[src/hdl/prs_pkg.sv]
// Shared constants, types and control records of the packet rate shaper.
`default_nettype none

package prs_pkg;

   localparam int QUEUE_DEPTH = 64;
   localparam int PTR_W = (QUEUE_DEPTH > 1) ? $clog2(QUEUE_DEPTH) : 1;
   localparam int CNT_W = $clog2(QUEUE_DEPTH + 1);

   localparam int LEN_W = 16;
   localparam int FRAME_W = 64;
   localparam int TIME_W = 64;
   localparam int RATE_W = 34;
   localparam int WIN_W = 24;
   localparam int DEBT_W = 25;
   localparam int BUF_W = 22;
   localparam int TOTAL_W = LEN_W + CNT_W;
   localparam int WORD_W = LEN_W + FRAME_W;

   localparam int CSR_IDX_W = 1;
   localparam int CSR_DATA_W = RATE_W;
   localparam logic [CSR_IDX_W-1:0] CSR_RATE = 1'd0;
   localparam logic [CSR_IDX_W-1:0] CSR_WINDOW = 1'd1;

   localparam logic MODE_PUSH = 1'b0;
   localparam logic MODE_SEND = 1'b1;

   localparam logic [WIN_W-1:0] MIN_WINDOW = 24'd2000;
   localparam logic [DEBT_W-1:0] DEBT_MAX = {DEBT_W{1'b1}};
   localparam logic [BUF_W-1:0] BUF_MAX = {BUF_W{1'b1}};

   // Drain arithmetic: quotient by one million of rate times elapsed time.
   localparam int US_W = 20;
   localparam logic [US_W-1:0] US_PER_SEC = 20'd1000000;
   localparam int QUOT_W = DEBT_W;
   localparam int ELAPSED_W = QUOT_W + US_W;
   localparam int SPLIT_W = 23;
   localparam int PROD_LO_W = RATE_W + SPLIT_W;
   localparam int PROD_HI_W = RATE_W + ELAPSED_W - SPLIT_W;
   localparam int X_W = RATE_W + ELAPSED_W;
   localparam int DPROD_W = DEBT_W + US_W;

   // Division by one million: the six low bits are dropped, then the division by
   // 15625 uses a truncated reciprocal whose estimate is low by at most one.
   localparam int DIV_SHIFT = 6;
   localparam int Y_W = ELAPSED_W - DIV_SHIFT;
   localparam logic [13:0] DIV_ODD = 14'd15625;
   localparam int XHI_LSB = 19;
   localparam int RECIP_W = 25;
   localparam int RECIP_SHIFT = 25;
   localparam logic [RECIP_W-1:0] RECIP_M = 25'd17592186;
   localparam int RPROD_W = ELAPSED_W - XHI_LSB + RECIP_W;

   typedef enum logic [3:0] {
      ST_IDLE,
      ST_DECODE,
      ST_MUL_LO,
      ST_MUL_HI,
      ST_SUM,
      ST_CMP,
      ST_DIV,
      ST_FIX,
      ST_DRAIN,
      ST_DECIDE,
      ST_OUTPUT
   } ctrl_state_type;

   typedef struct packed {
      logic capture;
      logic simple;
      logic drain_hold;
      logic mul_lo;
      logic mul_hi;
      logic sum;
      logic cmp;
      logic div_step;
      logic div_fix;
      logic drain_sub;
      logic decide;
      logic load_rsp;
   } ctrl_cmd_type;

   typedef struct packed {
      logic mode_send;
      logic queue_empty;
      logic rate_zero;
      logic skip_div;
      logic rsp_free;
   } dp_status_type;

endpackage

`default_nettype wire

[src/hdl/prs_ctrl.sv]
// Sequencer that steps one item at a time through the shaper datapath.
`default_nettype none

module prs_ctrl
   import prs_pkg::*;
(
   input  wire logic          clock,
   input  wire logic          reset,
   input  wire logic          req_valid,
   output logic               req_ready,
   input  wire dp_status_type status,
   output ctrl_cmd_type       cmd
);

   ctrl_state_type state_ff;
   ctrl_state_type state_in;

   always_ff @(posedge clock) begin
      if (reset) begin
         state_ff <= ST_IDLE;
      end else begin
         state_ff <= state_in;
      end
   end

   always_comb begin
      state_in = state_ff;
      case (state_ff)
         ST_IDLE: begin
            if (req_valid) begin
               state_in = ST_DECODE;
            end
         end
         ST_DECODE: begin
            if (!status.mode_send || status.queue_empty) begin
               state_in = ST_OUTPUT;
            end else if (status.rate_zero) begin
               state_in = ST_DECIDE;
            end else begin
               state_in = ST_MUL_LO;
            end
         end
         ST_MUL_LO: state_in = ST_MUL_HI;
         ST_MUL_HI: state_in = ST_SUM;
         ST_SUM: state_in = ST_CMP;
         ST_CMP: begin
            state_in = status.skip_div ? ST_DECIDE : ST_DIV;
         end
         ST_DIV: state_in = ST_FIX;
         ST_FIX: state_in = ST_DRAIN;
         ST_DRAIN: state_in = ST_DECIDE;
         ST_DECIDE: state_in = ST_OUTPUT;
         ST_OUTPUT: begin
            if (status.rsp_free) begin
               state_in = ST_IDLE;
            end
         end
         default: state_in = ST_IDLE;
      endcase
   end

   always_comb begin
      cmd = '0;
      req_ready = 1'b0;
      case (state_ff)
         ST_IDLE: begin
            req_ready = 1'b1;
            cmd.capture = req_valid;
         end
         ST_DECODE: begin
            cmd.simple = !status.mode_send || status.queue_empty;
            cmd.drain_hold = status.mode_send && !status.queue_empty && status.rate_zero;
         end
         ST_MUL_LO: cmd.mul_lo = 1'b1;
         ST_MUL_HI: cmd.mul_hi = 1'b1;
         ST_SUM: cmd.sum = 1'b1;
         ST_CMP: cmd.cmp = 1'b1;
         ST_DIV: cmd.div_step = 1'b1;
         ST_FIX: cmd.div_fix = 1'b1;
         ST_DRAIN: cmd.drain_sub = 1'b1;
         ST_DECIDE: cmd.decide = 1'b1;
         ST_OUTPUT: cmd.load_rsp = status.rsp_free;
         default: cmd = '0;
      endcase
   end

endmodule

`default_nettype wire

[config.mk]
export PLATFORM = sky130hd
export DESIGN_NAME = prs_ctrl
export DESIGN_NICKNAME = d
export VERILOG_FILES = /design/src/hdl/prs_pkg.sv /design/src/hdl/prs_ctrl.sv
export SDC_FILE = /design/constraint.sdc
export NUM_CORES = 1
export LEC_CHECK = 0
export ABC_AREA = 1
export BUFFER_PORTS_ARGS = -buffer_cell sky130_fd_sc_hd__buf_2
export CAP_MARGIN = 30
export CORE_AREA = 2 2 39 41
export CTS_BUF_LIST = sky130_fd_sc_hd__clkbuf_8
export DETAILED_ROUTE_END_ITERATION = 10
export DIE_AREA = 0 0 41 43
export SYNTH_ARGS = -nofsm -noshare
export SYNTH_HDL_FRONTEND = slang
export SYNTH_SLANG_ARGS = --single-unit
[constraint.sdc]
create_clock -name clock -period 1.4 [get_ports clock]
set_input_delay 0.07 -clock clock [delete_from_list [all_inputs] [get_ports clock]]
set_output_delay 0.07 -clock clock [all_outputs]
set_load 0.05 [all_outputs]
==> flow_summary.yaml <==
outcome:
  status: "finished clean"
synthesis:
  netlist_area_sq_um: 386.6
  netlist.area_leader.share_pct: 20.71
  synth-simple-area-share_pct: 60.84
  yosysWarnings: 0
  yosys.area_share.adder_pct: 0
  yosysMostFrequentCell: "nor2_1"
  synthXorXnorAreaFrac_pct: 0
  ys_async_sr_fraction_pct: 0
  synth.top_cells.by_area: "dfxtp_1 (21%), nor2_1 (17%), nand2_1 (13%), inv_1 (9.7%), nand3_1 (9.1%)"
  syn_inst: 71
  avgSynthCellArea_sq_um: 5.445
  ys_types: 16
  ys_ff_latch: 4
  synthMuxAreaShare_pct: 0
  synth_edf_count: 0
  synth_top_family_by_area: "simple AND/OR/NAND/NOR gates"
  synth_flop_cell: "dfxtp_1"
  synth_nets: 79
  ys_seq_area_share_pct: 20.71
  synth_compound_gate_area_share_pct: 4.854
  synth_top_area_cell: "dfxtp_1"
  synth_common_cells: "nor2_1 (18), nand2_1 (13), inv_1 (10), nand3_1 (7)"
sta:
  max_freq_mhz: 740.6
  hold_viol: 0
  finClkSkew_ns: 0.003327
  tightest_slew_ns: 0.2492
  final_max_slew_viol_count: 0
  tns_ns: 0
  relSlewSlack_pct: 83.50
  fin_ws_ns: 0.04968
  finalCriticalPeriod_ns: 1.350
  finalSetupViolations: 0
  finalCritPeriodShare_pct: 96.45
critical_path:
  required_ns: 1.33
  critPathLaunchType: "flip-flop"
  crit_path_end_kind: "primary output"
  worst-path-max-fanout: 5
  reg2reg_depth: 7
  arrival_ns: 1.28
  path_class: "reg -> out"
final_layout:
  drive_above_1_share_pct: 43.62
  reg_top3: "state_ff (4)"
  final_cells: 110
  largest_reg_flops: 4
  antenna_cells: 0
  final_core_util_pct: 41.50
  largest_register: "state_ff"
  final_nets: 104
  area_growth_pct: 48.54
  nFillCells: 172
detailed_routing:
  wl_um: 1043
  wl_per_cell_um: 9.482
  drtIter0Drc: 10
  ant_nets: 0
  routed_via_density: 4.500
  drc_errors: 0
  vias: 495
  first_pass_iters: 4
place:
  portBuffers: 20
  dp_hpwl_um: 871
  dp_slack_ns: 0.1866
  routabilityCongestion: 0.8694
  dp.cells: 107
clocking:
  htree_levels: 1
  cts_buffer_depth: 2
  ctsHoldBuffers: 0
  clkSlewWorstSetupHoldPaths_ns: 0.03
  cts_tree: "built"
  clkSinkCount: 4
  insertion_delay_ns: 0.22
  numCtsBuffers: 3
  cts-root-buf: "clkbuf_8"
worst_hold_path:
  hold_depth: 2
  hold_path_class: "in -> reg"
global_routing:
  grt_overflow_total: 0
  grt_pass1_vias: 443
  grt_max_degree: 7
  grt_pass1_wl_um: 1649
  antenna_found_initial: 0
  grt.total_usage_pct: 13.44
floorplan:
  die_area_sq_mm: 0.001763
  rows: 14
  io_pins: 21
  die-height_um: 43
  core_area_sq_mm: 0.001384
  die_width_um: 41
  start_util_pct: 27.94
power_and_ir_drop:
  pwr_density_cell_mw_per_mm2: 2210
  p_total_mw: 1.269
  ir_drop_mv: 0.7462
  leakage_nw: 0.3421
flow_run:
  drv_cap: 0
==> routing by layer <==
metal	up-vias	wire length, um	global-route usage, %
met5	-	0	0
met4	0	0	8.000
met3	0	42	1.571
met2	8	541	21.56
met1	222	459	16.03
li1	265	-	-
==> repair_timing <==
action	CTS	global route
setup buffers	0	0
gates resized for setup	2	5
setup endpoints to repair	2	5
==> kinds of logic (layout without fill, tap and decap cells) <==
group,after synthesis,count (layout)
simple gates,50,50
compound gates,3,3
flops,4,4
buf+inv,14,37
==> worst max-delay path, stage by stage (launching register included) <==
cell      delay (ns)
dfxtp_1         0.33
inv_2           0.10
nand2_1         0.13
nor2_2          0.13
a21boi_2        0.19
buf_6           0.17
==> final cells by class <==
type                       count  area (sq um)  area share, %
clock buffer                   3         41.29          7.190
inverter                      14         52.55          9.150
multi-input combinational     53         265.3          46.19
sequential                     4         83.83          14.60
tap                           16         20.02          3.486
timing repair buffer          20         111.4          19.39
==> final timing paths <==
kind               start          end  slack, ns
min reg2reg  state_ff[1]  state_ff[2]       0.58
max reg2reg  state_ff[2]  state_ff[3]       0.32
max          state_ff[2]      cmd[10]       0.05
min                reset  state_ff[0]       0.06
==> per-stage QoR <==
stage / hold slack, ns / cell area [sq um]
after floorplan: 0.1369 / 397.9
after global placement: 0.2873 / 518.0
after detailed placement: 0.2881 / 518.0
after CTS: 0.05863 / 564.3
after global routing: 0.06557 / 574.3
final: 0.05921 / 574.3
==> cell usage in the layout (no fill, tap or decap) <==
cell type | synthesis | layout
a21oi_1 | 1 | 1
nand3b_1 | 1 | 1
nor3_2 | 0 | 1
nand4_1 | 2 | 2
inv_1 | 10 | 10
nand3_2 | 1 | 1
nand3_1 | 7 | 7
buf_2 | 0 | 17
nand2_2 | 2 | 2
nand2_1 | 13 | 13
dfxtp_1 | 4 | 1
nor2_4 | 1 | 1
nor2_2 | 4 | 5
clkbuf_8 | 0 | 3
nor2_1 | 18 | 17
dfxtp_2 | 0 | 3
a21boi_2 | 0 | 1
buf_4 | 0 | 1
a31oi_1 | 1 | 1
buf_6 | 0 | 1
inv_2 | 4 | 4
clkbuf_4 | 0 | 1
==> where the power goes <==
part | switching [mW] | leakage [nW] | internal, mW | total (mW)
Combinational | 0.588 | 0.287 | 0.216 | 0.804
Clock | 0.0567 | 0.0216 | 0.183 | 0.240
Sequential | 0.0657 | 0.0339 | 0.160 | 0.226
Note: power is estimated with default switching activity, not from simulation.
